### config.mk
export PLATFORM = sky130hd
export DESIGN_NAME = base64_stream_codec
export DESIGN_NICKNAME = d
export VERILOG_FILES = /design/src/rtl/b64_pkg.sv /design/src/rtl/base64_stream_codec.sv /design/src/rtl/b64_front.sv /design/src/rtl/b64_queue.sv /design/src/rtl/b64_back.sv
export SDC_FILE = /design/constraint.sdc
export NUM_CORES = 1
export LEC_CHECK = 0
export ABC_AREA = 1
export BUFFER_PORTS_ARGS = -buffer_cell sky130_fd_sc_hd__buf_2
export CAP_MARGIN = 5
export CELL_PAD_IN_SITES_DETAIL_PLACEMENT = 1
export CELL_PAD_IN_SITES_GLOBAL_PLACEMENT = 1
export CORE_MARGIN = 2
export CORE_UTILIZATION = 30
export CTS_CLUSTER_SIZE = 8
export DETAILED_ROUTE_END_ITERATION = 8
export PLACE_DENSITY = 0.59
export SLEW_MARGIN = 5
export SYNTH_ARGS = -nofsm -noshare
export SYNTH_HDL_FRONTEND = slang
export SYNTH_HIERARCHICAL = 1
export SYNTH_SLANG_ARGS = --single-unit
### constraint.sdc
create_clock -name i_clk -period 5.3 [get_ports i_clk]
set_clock_uncertainty 0.05 [all_clocks]
set_input_delay 0.795 -clock i_clk [delete_from_list [all_inputs] [get_ports i_clk]]
set_output_delay 0.795 -clock i_clk [all_outputs]
set_load 0.02 [all_outputs]
### src/rtl/b64_pkg.sv
// ============================================================================
// b64_pkg: shared types, codes and character tables of the Base64 codec
// Holds the command passed from the front end to the back end, the status
// codes, the direction codes and the alphabet mapping functions.
// ============================================================================
`default_nettype none

package b64_pkg;

    // Direction register codes.
    localparam logic DIR_ENCODE = 1'b0;
    localparam logic DIR_DECODE = 1'b1;

    // Closing status codes.
    typedef enum logic [1:0] {
        ST_OK      = 2'd0,
        ST_INVALID = 2'd1,
        ST_EMPTY   = 2'd2
    } t_status;

    // Characters with a special meaning.
    localparam logic [7:0] CH_PAD = 8'h3D;  // '='
    localparam logic [7:0] CH_CR  = 8'h0D;
    localparam logic [7:0] CH_LF  = 8'h0A;
    localparam logic [7:0] CH_UA  = 8'h41;  // 'A'
    localparam logic [7:0] CH_UZ  = 8'h5A;  // 'Z'
    localparam logic [7:0] CH_LA  = 8'h61;  // 'a'
    localparam logic [7:0] CH_LZ  = 8'h7A;  // 'z'
    localparam logic [7:0] CH_D0  = 8'h30;  // '0'
    localparam logic [7:0] CH_D9  = 8'h39;  // '9'
    localparam logic [7:0] CH_PLUS  = 8'h2B;  // '+'
    localparam logic [7:0] CH_SLASH = 8'h2F;  // '/'

    // Sextet boundaries of the alphabet.
    localparam logic [5:0] SX_LOWER = 6'd26;
    localparam logic [5:0] SX_DIGIT = 6'd52;
    localparam logic [5:0] SX_PLUS  = 6'd62;
    localparam logic [5:0] SX_SLASH = 6'd63;

    // One command carries up to four results of a single input item.
    typedef struct packed {
        logic [3:0][7:0] data;     // result bytes, slot 0 first
        logic [1:0]      top_idx;  // index of the final slot
        logic            has;      // results carry data
        logic            last;     // final slot closes the message
        t_status         status;   // status of the final slot
    } t_cmd;

    typedef struct packed {
        logic       valid;
        logic [5:0] value;
    } t_sextet;

    // Sextet to Base64 character.
    function automatic logic [7:0] enc_char(input logic [5:0] v);
        logic [7:0] c;
        if (v < SX_LOWER) begin
            c = CH_UA + {2'b00, v};
        end else if (v < SX_DIGIT) begin
            c = CH_LA + {2'b00, v - SX_LOWER};
        end else if (v < SX_PLUS) begin
            c = CH_D0 + {2'b00, v - SX_DIGIT};
        end else if (v == SX_PLUS) begin
            c = CH_PLUS;
        end else begin
            c = CH_SLASH;
        end
        return c;
    endfunction

    // Base64 character to sextet; valid is low outside the alphabet.
    function automatic t_sextet dec_sextet(input logic [7:0] c);
        t_sextet s;
        s.valid = 1'b1;
        if (c >= CH_UA && c <= CH_UZ) begin
            s.value = 6'(c - CH_UA);
        end else if (c >= CH_LA && c <= CH_LZ) begin
            s.value = 6'(c - CH_LA) + SX_LOWER;
        end else if (c >= CH_D0 && c <= CH_D9) begin
            s.value = 6'(c - CH_D0) + SX_DIGIT;
        end else if (c == CH_PLUS) begin
            s.value = SX_PLUS;
        end else if (c == CH_SLASH) begin
            s.value = SX_SLASH;
        end else begin
            s.valid = 1'b0;
            s.value = 6'd0;
        end
        return s;
    endfunction

endpackage

`default_nettype wire

### src/rtl/base64_stream_codec.sv
// ============================================================================
// base64_stream_codec: streaming Base64 encoder and decoder
// Standard alphabet codec with a one-bit direction register.
//
// Usage: write the direction on the configuration channel (0 encode bytes to
// text, 1 decode text to bytes) while the block is idle; a write also clears
// the stream state. Input items arrive as stream transactions on the slave
// side, one byte each, with tlast on the final item of a message. Results
// leave on the master side, one per transaction: tdata is the output byte,
// tuser carries has_byte and the closing status, tlast marks the final result.
// The first result of an item passes the command queue and the output
// register before it can leave.
// Throughput: the front end takes one item per cycle while the two-entry
// command queue has room; the back end delivers one result per cycle while
// the receiver is ready, so encoding runs at about four results per three
// bytes and a flush of up to four results leaves one result at a time.
// The output port of the back end sets the sustained rate.
// Reset (synchronous, active low) selects encode and empties the queue.
// When the receiver stalls, the output register holds its result, the queue
// fills and then tready drops; no transaction is lost or repeated.
// ============================================================================
`default_nettype none

module base64_stream_codec (
    input  wire logic       i_clk,
    input  wire logic       i_rst_n,
    // Configuration write channel: bit 0 is the direction.
    input  wire logic       i_cfg_valid,
    output logic            o_cfg_ready,
    input  wire logic       i_cfg_data,
    // Slave side: tdata = in_byte[7:0].
    input  wire logic       i_s_axis_tvalid,
    output logic            o_s_axis_tready,
    input  wire logic [7:0] i_s_axis_tdata,
    input  wire logic       i_s_axis_tlast,
    // Master side: tdata = out_byte[7:0]; tuser = has_byte[0], status[2:1].
    output logic            o_m_axis_tvalid,
    input  wire logic       i_m_axis_tready,
    output logic [7:0]      o_m_axis_tdata,
    output logic            o_m_axis_tlast,
    output logic [2:0]      o_m_axis_tuser
);
    import b64_pkg::*;

    logic w_full;
    logic w_push;
    logic w_head_valid;
    logic w_pop;
    t_cmd w_cmd;
    t_cmd w_head;

    // Configuration writes are always taken; the user writes only when idle.
    assign o_cfg_ready = 1'b1;

    b64_front u_front (
        .i_clk       (i_clk),
        .i_rst_n     (i_rst_n),
        .i_cfg_valid (i_cfg_valid),
        .i_cfg_data  (i_cfg_data),
        .i_valid     (i_s_axis_tvalid),
        .o_ready     (o_s_axis_tready),
        .i_byte      (i_s_axis_tdata),
        .i_last      (i_s_axis_tlast),
        .i_full      (w_full),
        .o_push      (w_push),
        .o_cmd       (w_cmd)
    );

    // The queue lets the front end keep accepting while results wait.
    b64_queue u_queue (
        .i_clk        (i_clk),
        .i_rst_n      (i_rst_n),
        .i_push       (w_push),
        .i_cmd        (w_cmd),
        .o_full       (w_full),
        .o_head_valid (w_head_valid),
        .o_head       (w_head),
        .i_pop        (w_pop)
    );

    b64_back u_back (
        .i_clk        (i_clk),
        .i_rst_n      (i_rst_n),
        .i_head_valid (w_head_valid),
        .i_head       (w_head),
        .o_pop        (w_pop),
        .o_valid      (o_m_axis_tvalid),
        .i_ready      (i_m_axis_tready),
        .o_data       (o_m_axis_tdata),
        .o_last       (o_m_axis_tlast),
        .o_user       (o_m_axis_tuser)
    );

endmodule

`default_nettype wire

### src/rtl/b64_front.sv
// ============================================================================
// b64_front: input side of the Base64 codec
// Holds the direction register and the stream state, classifies each input
// item; one that ends a message or causes results makes one command of them.
// ============================================================================
`default_nettype none

module b64_front (
    input  wire logic          i_clk,
    input  wire logic          i_rst_n,
    input  wire logic          i_cfg_valid,
    input  wire logic          i_cfg_data,
    input  wire logic          i_valid,
    output logic               o_ready,
    input  wire logic [7:0]    i_byte,
    input  wire logic          i_last,
    input  wire logic          i_full,
    output logic               o_push,
    output b64_pkg::t_cmd      o_cmd
);
    import b64_pkg::*;

    logic        r_dir;
    logic [5:0]  r_acc;
    logic [2:0]  r_pend;
    logic        r_err;
    logic        r_any;
    logic [5:0]  n_acc;
    logic [2:0]  n_pend;
    logic        n_err;
    logic        n_any;

    logic        w_accept;
    logic [11:0] w_enc;
    logic [11:0] w_dec;
    logic        w_skip;
    logic        w_have;
    logic [7:0]  w_byte;
    t_sextet     w_sx;

    assign o_ready  = !i_full;
    assign w_accept = i_valid && !i_full;
    assign w_sx     = dec_sextet(i_byte);
    assign w_enc    = {r_acc[3:0], i_byte};
    assign w_dec    = {r_acc, w_sx.value};
    assign w_skip   = (i_byte == CH_PAD) || (i_byte == CH_CR) || (i_byte == CH_LF);

    always_comb begin
        n_acc  = r_acc;
        n_pend = r_pend;
        n_err  = r_err;
        n_any  = r_any;
        w_have = 1'b0;
        w_byte = 8'd0;
        o_push = 1'b0;
        o_cmd  = '0;
        if (r_dir == DIR_ENCODE) begin
            n_acc  = w_enc[5:0];
            o_cmd.has = 1'b1;
            o_push = w_accept;
            unique case (r_pend)
                3'd0: begin
                    n_pend = 3'd2;
                    o_cmd.data[0] = enc_char(w_enc[7:2]);
                    if (i_last) begin
                        o_cmd.data[1] = enc_char({w_enc[1:0], 4'b0000});
                        o_cmd.data[2] = CH_PAD;
                        o_cmd.data[3] = CH_PAD;
                        o_cmd.top_idx = 2'd3;
                    end
                end
                3'd2: begin
                    n_pend = 3'd4;
                    o_cmd.data[0] = enc_char(w_enc[9:4]);
                    if (i_last) begin
                        o_cmd.data[1] = enc_char({w_enc[3:0], 2'b00});
                        o_cmd.data[2] = CH_PAD;
                        o_cmd.top_idx = 2'd2;
                    end
                end
                default: begin
                    n_pend = 3'd0;
                    o_cmd.data[0] = enc_char(w_enc[11:6]);
                    o_cmd.data[1] = enc_char(w_enc[5:0]);
                    o_cmd.top_idx = 2'd1;
                end
            endcase
            o_cmd.last   = i_last;
            o_cmd.status = ST_OK;
        end else begin
            if (!r_err && !w_skip) begin
                if (!w_sx.valid) begin
                    n_err = 1'b1;
                end else begin
                    n_acc = w_dec[5:0];
                    unique case (r_pend)
                        3'd0: n_pend = 3'd6;
                        3'd2: begin
                            n_pend = 3'd0;
                            w_have = 1'b1;
                            w_byte = w_dec[7:0];
                        end
                        3'd4: begin
                            n_pend = 3'd2;
                            w_have = 1'b1;
                            w_byte = w_dec[9:2];
                        end
                        default: begin
                            n_pend = 3'd4;
                            w_have = 1'b1;
                            w_byte = w_dec[11:4];
                        end
                    endcase
                    n_any = r_any || w_have;
                end
            end
            o_cmd.data[0] = w_byte;
            o_cmd.has     = w_have;
            o_cmd.last    = i_last;
            o_cmd.top_idx = 2'd0;
            if (i_last) begin
                o_cmd.status = n_err ? ST_INVALID : (n_any ? ST_OK : ST_EMPTY);
            end else begin
                o_cmd.status = ST_OK;
            end
            o_push = w_accept && (i_last || w_have);
        end
        // A message end returns the stream state to zero.
        if (i_last) begin
            n_acc  = 6'd0;
            n_pend = 3'd0;
            n_err  = 1'b0;
            n_any  = 1'b0;
        end
    end

    always_ff @(posedge i_clk) begin
        if (!i_rst_n) begin
            r_dir  <= DIR_ENCODE;
            r_acc  <= 6'd0;
            r_pend <= 3'd0;
            r_err  <= 1'b0;
            r_any  <= 1'b0;
        end else if (i_cfg_valid) begin
            r_dir  <= i_cfg_data;
            r_acc  <= 6'd0;
            r_pend <= 3'd0;
            r_err  <= 1'b0;
            r_any  <= 1'b0;
        end else if (w_accept) begin
            r_acc  <= n_acc;
            r_pend <= n_pend;
            r_err  <= n_err;
            r_any  <= n_any;
        end
    end

endmodule

`default_nettype wire

### src/rtl/b64_queue.sv
// ============================================================================
// b64_queue: two-entry command queue
// Decouples the front end from the back end so that each can stall alone.
// ============================================================================
`default_nettype none

module b64_queue (
    input  wire logic          i_clk,
    input  wire logic          i_rst_n,
    input  wire logic          i_push,
    input  wire b64_pkg::t_cmd i_cmd,
    output logic               o_full,
    output logic               o_head_valid,
    output b64_pkg::t_cmd      o_head,
    input  wire logic          i_pop
);
    import b64_pkg::*;

    localparam int DEPTH = 2;

    t_cmd       r_mem [DEPTH];
    logic       r_wr;
    logic       r_rd;
    logic [1:0] r_count;

    assign o_full       = (r_count == 2'(DEPTH));
    assign o_head_valid = (r_count != 2'd0);
    assign o_head       = r_mem[r_rd];

    always_ff @(posedge i_clk) begin
        if (i_push) begin
            r_mem[r_wr] <= i_cmd;
        end
    end

    always_ff @(posedge i_clk) begin
        if (!i_rst_n) begin
            r_wr    <= 1'b0;
            r_rd    <= 1'b0;
            r_count <= 2'd0;
        end else begin
            if (i_push) begin
                r_wr <= !r_wr;
            end
            if (i_pop) begin
                r_rd <= !r_rd;
            end
            r_count <= r_count + {1'b0, i_push} - {1'b0, i_pop};
        end
    end

    a_count_range: assert property (@(posedge i_clk) disable iff (!i_rst_n)
        r_count <= 2'(DEPTH))
        else $error("queue count beyond depth");

    a_no_overflow: assert property (@(posedge i_clk) disable iff (!i_rst_n)
        i_push |-> !o_full)
        else $error("push into full queue");

    a_no_underflow: assert property (@(posedge i_clk) disable iff (!i_rst_n)
        i_pop |-> o_head_valid)
        else $error("pop from empty queue");

endmodule

`default_nettype wire

### src/rtl/b64_back.sv
// ============================================================================
// b64_back: output side of the Base64 codec
// Walks the slots of the head command and delivers one result per cycle
// while the receiver is ready, through a registered output stage.
// ============================================================================
`default_nettype none

module b64_back (
    input  wire logic          i_clk,
    input  wire logic          i_rst_n,
    input  wire logic          i_head_valid,
    input  wire b64_pkg::t_cmd i_head,
    output logic               o_pop,
    output logic               o_valid,
    input  wire logic          i_ready,
    output logic [7:0]         o_data,
    output logic               o_last,
    output logic [2:0]         o_user
);
    import b64_pkg::*;

    logic [1:0] r_idx;
    logic       r_valid;
    logic [7:0] r_data;
    logic       r_last;
    logic [2:0] r_user;
    logic       w_load;
    logic       w_final;

    assign w_load  = i_head_valid && (!r_valid || i_ready);
    assign w_final = (r_idx == i_head.top_idx);
    assign o_pop   = w_load && w_final;

    assign o_valid = r_valid;
    assign o_data  = r_data;
    assign o_last  = r_last;
    assign o_user  = r_user;

    always_ff @(posedge i_clk) begin
        if (w_load) begin
            r_data <= i_head.data[r_idx];
            r_last <= i_head.last && w_final;
            r_user <= {(w_final ? i_head.status : ST_OK), i_head.has};
        end
    end

    always_ff @(posedge i_clk) begin
        if (!i_rst_n) begin
            r_valid <= 1'b0;
            r_idx   <= 2'd0;
        end else if (w_load) begin
            r_valid <= 1'b1;
            r_idx   <= w_final ? 2'd0 : r_idx + 2'd1;
        end else if (i_ready) begin
            r_valid <= 1'b0;
        end
    end

    a_bare_is_last: assert property (@(posedge i_clk) disable iff (!i_rst_n)
        (r_valid && !r_user[0]) |-> r_last)
        else $error("result without data that does not close the message");

    a_status_on_last: assert property (@(posedge i_clk) disable iff (!i_rst_n)
        (r_valid && (r_user[2:1] != ST_OK)) |-> r_last)
        else $error("nonzero status outside the closing result");

    a_idx_in_cmd: assert property (@(posedge i_clk) disable iff (!i_rst_n)
        i_head_valid |-> (r_idx <= i_head.top_idx))
        else $error("slot index beyond the head command");

endmodule

`default_nettype wire

==> out/metrics.csv, run 1 <==
stage;metric;value;unit
timing;setup_tns;0;ps
power;worst vdd ir;0.179;mV
floorplan;initial core utilization;30.8;%
clock_tree;Hold Buf Count CTS;0;
power;internal power;1.81;mW
grt;grt ovf;0;
timing;final setup fails;0;
worst_hold_path;Hold Path Stages;2;
route;Remaining DRCs;0;
synth;number of synthesized flops with an enable pin;88;
power;Flop pwr share;41.6;%
grt;vias in the first global route;6740;
synth;post-synth top area share;32.8;%
route;Avg WL per Cell;18.5;µm
job;number of max-cap violations;0;
clock_tree;CTS max path bufs;2;
grt;pin count of the biggest net entering global routing;39;
place;I/O Buffers;28;
floorplan;die area;28200;µm²
clock_tree;post-CTS setup buffer count;0;
power;Pleak;3.70;nW
route;Vias per Instance;4.91;
timing;max frequency;0.267;GHz
power;clock group share of total power;21.7;%
clock_tree;root buf cell;clkbuf_16;
clock_tree;clock buffer count from CTS;9;
worst_setup_path;Reg2Reg Depth;8;
cells_and_area;layout overhead on the synthesized area;7.11;%
synth;Yosys warnings;6;
floorplan;row cnt;59;
route;first-iteration detailed-routing DRC count;281;
clock_tree;CTS tree;yes;
synth;Post-synth ARST share;0;%
timing;Slew Limit Fails;0;
outcome;status;complete, no violations;
route;Post-Route WL;24.4;mm
synth;Synth cell types;48;
worst_setup_path;CP startpoint kind;primary input;
worst_setup_path;WP data arrival;3690;ps
timing;final hold viol count;0;
cells_and_area;fin nets;1048;
clock_tree;post-cts gate resize count;0;
synth;syn avg cell area;8.26;µm²
worst_setup_path;CP required;5240;ps
worst_setup_path;critical-path maximum fanout;38;
clock_tree;Clock Pin Slew Worst Setup and Hold Paths;70;ps
floorplan;Chip Height;168;µm
timing;min cycle time layout;3750;ps
clock_tree;sinks on the clock net;107;
grt;Global Route Usage Sum;17.7;%
route;first-pass iteration count of the detailed router;4;
worst_setup_path;Worst setup EP type;register;
cells_and_area;share of cells above drive strength 1;12.7;%
cells_and_area;Util after Layout;32.9;%
timing;Final period util;70.8;%
synth;post-synth top area cell;edfxtp_1;
power;power per cell area;334;nW/µm²
place;DP HPWL;18.8;mm
synth;Top FF cell, synth;edfxtp_1;
synth;Synth Register Bits;107;
floorplan;Core ar.;26200;µm²
power;switching share of total power;37.0;%
cells_and_area;most common cell after layout, fill and taps aside;nand2_1;
timing;RSZ-0062 raised after global routing;no;
route;Vias;6473;
synth;Post-Syn Area;8060;µm²
synth;Post-Syn Instances;976;
cells_and_area;commonest cells after routing, fill and taps aside;226 x nand2_1, 102 x inv_1, 96 x nor2_1;
clock_tree;H-tree depth;3;
synth;synth top area cells;edfxtp_1 33%, nand2_1 11%, ha_1 8.5%;
floorplan;Die W;168;µm
worst_setup_path;CP Class;in -> reg;
grt;first-pass GRT wire length;38.7;mm
clock_tree;clock latency on the worst-skew pair;360;ps
cells_and_area;diode count;0;
timing;worst-margin pin slew;860;ps
floorplan;# IOs;30;
synth;Seq/Total Area, Yosys;37.5;%
timing;Max transition margin;42.7;%
power;share of total power in combinational logic;36.7;%
grt;initial antenna violation count;0;
worst_hold_path;Hold WC Path Type;reg -> reg;
place;routability cong.;0.941;
power;Psw;1.07;mW
route;remaining antenna violation count;0;
==> power groups by stage <==
stage | registers [mW] | logic, mW | clock network, mW
after CTS | 1.20 | 1.07 | 0.642
after detailed placement | 1.22 | 1.07 | 0
after floorplan | 1.24 | 0.752 | 0
after global routing | 1.22 | 1.17 | 0.672
after global placement | 1.21 | 1.06 | 0
final | 1.20 | 1.06 | 0.625
==> critical path: stages <==
cell and delay [ps]:
buf_2 400, inv_2 190, ha_1 370, a21oi_4 230
inv_2 50, nand3_2 150, nand2_4 100, nand2_4 90
nor2_4 50, nor2_1 130, nand2_1 130, a21oi_1 310
inv_1 130, nor2_4 90, buf_4 450
==> per-layer routing <==
layer  vias up  global-route usage, %  share of wire [%]
li1       3234                      -                  -
met1      3123                   22.6                 47
met2        83                   31.0                 48
met3        33                   1.74                1.7
met4         0                   6.58                3.1
met5         -                      0                  0
==> flip-flops by register name, summed over array words and instances, names as in the netlist, named ones only <==
signal	flops
u_front/r_acc	6
u_back/o_valid	1
u_front/r_pend	2
u_queue/r_wr	1
u_back/o_data	8
u_front/r_err	1
u_queue/r_count	2
u_queue/r_rd	1
u_back/o_last	1
u_queue/r_mem	76
u_front/r_dir	1
u_back/o_user	3
u_back/r_idx	2
u_front/r_any	1
==> per-stage QoR <==
stage	power, mW	setup slack [ps]	instance area (µm²)	std cells	hold slack, ps
2_1_floorplan	2.00	553	8080	981	404
3_3_place_gp	2.27	1280	8360	1302	432
3_5_place_dp	2.29	1170	8360	1302	432
4_1_cts	2.92	1540	8630	1318	456
5_1_grt	3.06	1280	8630	1318	508
6_report	2.88	1550	8630	1318	457
==> area by class of cell <==
class                      instances  area, µm²
fill                            3155      17600
multi-input combinational        717       4330
sequential                       107       3020
tap                              335        419
inverter                         110        413
clock buffer                       9        225
timing repair buffer              33        178
clock inverter                     7       48.8
==> cells by family (layout without fill, tap and decap cells) <==
group	after synthesis	after routing	share of synthesized area (%)
fa+ha+maj	55	55	8.54
compound gates	143	143	10.4
flops	107	107	37.5
buf+inv	157	159	9.16
xor+xnor	38	38	4.22
other cells	2	7	0.0932
simple gates	436	436	23.9
mux	38	38	6.24
==> Yosys cell counts, drive strengths merged (15+ instances only) <==
| cell | count |
|---|---|
| xor2 | 31 |
| buf | 36 |
| o21ai | 56 |
| nor2 | 100 |
| nand3 | 70 |
| nand4 | 15 |
| a21oi | 49 |
| nand2 | 236 |
| edfxtp | 88 |
| ha | 55 |
| mux2 | 38 |
| dfxtp | 19 |
| inv | 108 |
==> path summary, 6_finish.rpt <==
check                    startpoint                   end  slack (ps)
setup / recovery  i_s_axis_tdata[7]  u_queue/r_mem[0][17]        1550
hold / removal         u_queue/r_rd          u_queue/r_rd         460
setup reg to reg   u_front/r_acc[1]   u_queue/r_mem[0][6]        1710
hold reg to reg        u_queue/r_rd          u_queue/r_rd         460
(Power assumes the default switching activity.)
==> run 2: changes to the inputs <==
- PLACE_DENSITY: 0.59 -> 0.61
- clock period: 5.3 -> 3.3 ns (I/O delays scaled with it)
==> run 2 against run 1 <==
Wire length grew 1.3%. Largest cell class unchanged. Combinational power grew 70%. Register-to-register slack worse by 810 ps.
==> out/metrics.csv, run 2 (synthesis gave the netlist of run 1 again) <==
stage;metric;value;unit
cells_and_area;most common cell after layout, fill and taps aside;nand2_1;
timing;max frequency;0.350;GHz
worst_setup_path;worst path bufs/invs;4;
timing;RSZ-0062 raised after global routing;no;
power;Pleak;3.92;nW
clock_tree;root buf cell;clkbuf_16;
timing;Slew Limit Fails;0;
cells_and_area;fin nets;1094;
floorplan;# IOs;30;
cells_and_area;Util after Layout;34.5;%
place;DP HPWL;19.5;mm
worst_setup_path;Top Family by Delay on Critical Path;simple AND/OR/NAND/NOR gates;
timing;final setup fails;0;
cells_and_area;Largest Register;u_queue/r_mem;
clock_tree;Clock Pin Slew Worst Setup and Hold Paths;80;ps
grt;pin count of the biggest net entering global routing;39;
cells_and_area;filler cell count;3140;
timing;worst-margin pin slew;728;ps
clock_tree;clock buffer count from CTS;9;
route;Avg WL per Cell;18.1;µm
clock_tree;CTS tree;yes;
clock_tree;H-tree depth;3;
floorplan;Chip Height;168;µm
route;Post-Route WL;24.7;mm
power;total power draw;4.75;mW
grt;Global Route Usage Sum;17.8;%
route;first-pass iteration count of the detailed router;4;
outcome;status;complete, no violations;
timing;final hold viol count;0;
clock_tree;Hold Buf Count CTS;0;
route;Vias per Instance;4.86;
place;routability cong.;0.870;
grt;grt ovf;0;
job;number of max-cap violations;0;
timing;Final period util;86.7;%
route;remaining antenna violation count;0;
route;Vias;6628;
worst_setup_path;slowest CP cell;a31oi_1;
worst_hold_path;Hold WC Path Type;in -> reg;
clock_tree;CTS max path bufs;2;
power;worst vdd ir;0.251;mV
timing;Max transition margin;51.3;%
clock_tree;post-CTS setup buffer count;0;
worst_setup_path;cell chain of the critical path;buf_2 > inv_1 > ha_1 > nand2_1 > a21oi_1 > a31oi_1 > nand2_1 > nor2_1 > nand2_1 > a21oi_1 > nand2_1 > clkinvlp_4 > buf_12;
floorplan;initial core utilization;30.8;%
floorplan;Core ar.;26200;µm²
floorplan;row cnt;59;
cells_and_area;layout overhead on the synthesized area;12.0;%
grt;initial antenna violation count;0;
clock_tree;post-cts gate resize count;0;
worst_setup_path;CP required;3290;ps
worst_setup_path;CP startpoint kind;primary input;
power;power per cell area;526;nW/µm²
cells_and_area;share of cells above drive strength 1;16.7;%
clock_tree;clock latency on the worst-skew pair;340;ps
worst_setup_path;critical-path maximum fanout;22;
timing;setup_tns;0;ps
floorplan;die area;28200;µm²
worst_setup_path;most used cell, CP;nand2_1;
cells_and_area;commonest cells after routing, fill and taps aside;226 x nand2_1, 101 x inv_1, 96 x nor2_1;
place;I/O Buffers;28;
cells_and_area;max reg flops;76;
floorplan;Die W;168;µm
grt;vias in the first global route;6964;
worst_setup_path;Worst setup EP type;register;
route;first-iteration detailed-routing DRC count;310;
cells_and_area;diode count;0;
grt;first-pass GRT wire length;39.0;mm
route;Remaining DRCs;0;
worst_setup_path;CP Class;in -> reg;
clock_tree;sinks on the clock net;107;
timing;min cycle time layout;2860;ps
worst_setup_path;Max stage delay on crit path;350;ps
worst_setup_path;WP data arrival;2850;ps
==> run 2: tightest hold or removal path: stages <==
cell and delay, ps:
buf_2 80, a21oi_1 50, nor2_1 70
==> run 2: through the flow <==
| stage | hold slack, ps | worst slack (ps) | cell area [µm²] | instances |
|---|---|---|---|---|
| floorplan | 404 | 14.7 | 8090 | 981 |
| CTS | 321 | 463 | 9030 | 1364 |
| finish | 334 | 440 | 9030 | 1364 |
| detailed placement | 433 | 106 | 8750 | 1348 |
| global placement | 429 | 266 | 8750 | 1348 |
| global route | 344 | 193 | 9030 | 1364 |
==> run 2: power by group <==
group          internal, mW  switching [mW]  leakage [nW]
sequential             1.80           0.116         0.984
clock                 0.524           0.507         0.135
combinational         0.667            1.13          2.80
total                  3.00            1.75          3.92
==> run 2: final timing paths <==
check	endpoint	start	slack, ps	cells past startpoint
worst max-delay path	u_queue/r_mem[1][25]	i_s_axis_tdata[6]	440	13
worst min-delay path	u_front/r_dir	i_cfg_data	330	3
worst max register to register	u_queue/r_mem[1][13]	u_front/r_acc[1]	900	11
worst min register to register	u_front/r_any	u_front/r_any	440	2
==> run 2: per-layer routing <==
metal  global-route usage [%]  wire length, µm  vias up
met2                     32.3            12200       75
met3                     1.55              386       24
li1                         -                -     3320
met5                        0                0        -
met1                     23.0            11700     3209
met4                     4.23              391        0
==> run 2: cell type report <==
class | instances | area, µm² | area share [%]
clock buffer | 9 | 225 | 2.49
clock inverter | 7 | 60.1 | 0.665
inverter | 110 | 417 | 4.61
multi-input combinational | 717 | 4330 | 47.9
sequential | 107 | 3020 | 33.5
tap | 335 | 419 | 4.64
timing repair buffer | 79 | 561 | 6.21
==> run 3: changes to the inputs <==
--- a/config.mk
+++ b/config.mk
@@ -16,3 +16,3 @@
 export DETAILED_ROUTE_END_ITERATION = 8
-export PLACE_DENSITY = 0.61
+export PLACE_DENSITY = 0.59
 export SLEW_MARGIN = 5
==> constraint.sdc (replaced) <==
create_clock -name i_clk -period 3.7 [get_ports i_clk]
set_clock_uncertainty 0.05 [all_clocks]
set_input_delay 0.74 -clock i_clk [delete_from_list [all_inputs] [get_ports i_clk]]
set_output_delay 0.74 -clock i_clk [all_outputs]
set_load 0.02 [all_outputs]
==> run 3 against run 2 <==
Hold slack gained 110 ps. Utilization down 0.56 points. First-iteration DRC count down 10%.
==> out/metrics.csv, run 3 (synthesis gave the netlist of run 1 again) <==
stage;metric;value;unit
outcome;status;complete, no violations;
power;Psw;1.52;mW
place;routability cong.;0.824;
timing;setup_tns;0;ps
cells_and_area;most common cell after layout, fill and taps aside;nand2_1;
clock_tree;CTS max path bufs;2;
clock_tree;clock buffer count from CTS;9;
floorplan;die area;28200;µm²
power;Flop pwr share;41.1;%
worst_hold_path;Hold WC Path Type;reg -> reg;
grt;first-pass GRT wire length;38.2;mm
worst_setup_path;CP Class;in -> reg;
floorplan;Core ar.;26200;µm²
timing;max frequency;0.321;GHz
clock_tree;root buf cell;clkbuf_16;
route;Post-Route WL;24.4;mm
place;I/O Buffers;28;
timing;min cycle time layout;3110;ps
cells_and_area;filler cell count;3153;
clock_tree;post-cts gate resize count;0;
clock_tree;Hold Buf Count CTS;0;
grt;grt ovf;0;
timing;final hold viol count;0;
job;number of max-cap violations;0;
route;Vias per Instance;4.90;
cells_and_area;Largest Register;u_queue/r_mem;
clock_tree;CTS tree;yes;
worst_setup_path;CP required;3700;ps
timing;Final period util;84.1;%
cells_and_area;layout overhead on the synthesized area;10.2;%
floorplan;Chip Height;168;µm
route;Vias;6599;
worst_setup_path;Worst setup EP type;register;
timing;Slew Limit Fails;0;
power;switching share of total power;36.6;%
cells_and_area;fin nets;1078;
worst_setup_path;R2R setup slack;1120;ps
grt;initial antenna violation count;0;
grt;M3 GR Usage;1.69;%
grt;grt met2 use;31.2;%
power;Pleak;3.83;nW
grt;met1 GRT Util;21.8;%
clock_tree;sinks on the clock net;107;
clock_tree;Clock Pin Slew Worst Setup and Hold Paths;70;ps
place;DP HPWL;19.0;mm
worst_setup_path;WP data arrival;3110;ps
worst_setup_path;critical-path maximum fanout;13;
timing;RSZ-0062 raised after global routing;no;
grt;vias in the first global route;6873;
floorplan;row cnt;59;
clock_tree;H-tree depth;3;
route;remaining antenna violation count;0;
cells_and_area;max reg flops;76;
power;share of total power in combinational logic;37.8;%
floorplan;# IOs;30;
cells_and_area;share of cells above drive strength 1;15.3;%
clock_tree;post-CTS setup buffer count;0;
timing;worst-margin pin slew;955;ps
power;power per cell area;468;nW/µm²
route;first-iteration detailed-routing DRC count;279;
grt;pin count of the biggest net entering global routing;39;
power;worst vdd ir;0.207;mV
power;internal power;2.64;mW
clock_tree;clock latency on the worst-skew pair;350;ps
grt;GR peak layer;met2;
timing;Max transition margin;36.3;%
route;first-pass iteration count of the detailed router;4;
worst_setup_path;CP startpoint kind;primary input;
route;Remaining DRCs;0;
power;total power draw;4.16;mW
cells_and_area;diode count;0;
floorplan;Die W;168;µm
power;clock group share of total power;21.1;%
route;Avg WL per Cell;18.1;µm
grt;Global Route Usage Sum;17.5;%
cells_and_area;commonest cells after routing, fill and taps aside;226 x nand2_1, 101 x inv_1, 96 x nor2_1;
floorplan;initial core utilization;30.8;%
timing;final setup fails;0;
[run 3: power groups by stage]
stage          clock network [mW]  registers, mW  logic, mW
4_1_cts                     0.909           1.71       1.60
3_5_place_dp                    0           1.74       1.59
3_3_place_gp                    0           1.72       1.57
5_1_grt                     0.949           1.73       1.75
2_1_floorplan                   0           1.78       1.08
6_report                    0.879           1.71       1.57
[run 3: final cells by class]
class	count	area [µm²]	area share, %
Clock buffer	9	225	2.54
Clock inverter	7	45.0	0.507
Inverter	110	417	4.69
Multi-Input combinational cell	717	4330	48.7
Sequential cell	107	3020	34.0
Tap cell	335	419	4.72
Timing Repair Buffer	63	428	4.82
[run 3: per-stage QoR]
step / hold WS [ps] / cell area (µm²) / std cells / utilization (%) / setup WS [ps]
6_report: 443 / 8880 / 1348 / 33.9 / 588
5_1_grt: 472 / 8880 / 1348 / 33.9 / 315
4_1_cts: 445 / 8880 / 1348 / 33.9 / 561
3_5_place_dp: 431 / 8610 / 1332 / 32.9 / 198
3_3_place_gp: 430 / 8610 / 1332 / 32.9 / 267
2_1_floorplan: 404 / 8090 / 981 / - / 25.4
[run 3: worst paths after layout]
| kind | startpoint | end | cells after the start |
|---|---|---|---|
| max | i_s_axis_tdata[6] | u_queue/r_mem[1][36] | 13 |
| min reg2reg | u_front/r_any | u_front/r_any | 2 |
| min | u_front/r_any | u_front/r_any | 2 |
| max reg2reg | u_front/r_acc[1] | u_queue/r_mem[1][13] | 11 |
[run 3: worst max-delay path, stage by stage]
cell and delay [ps]:
buf_2 170, inv_1 180, ha_1 270, nand2_1 110, a21oi_1 80, a31oi_1 330
nand2_1 160, nor2_1 170, nand2_1 130, a21oi_1 250, nand2_1 160, clkinvlp_4 120
buf_4 220
[run 3: routing by layer]
metal | share of wire [%] | wire (µm)
met5 | 0 | 0
met1 | 45 | 11100
met3 | 2.4 | 592
met2 | 49 | 11900
met4 | 3.2 | 777
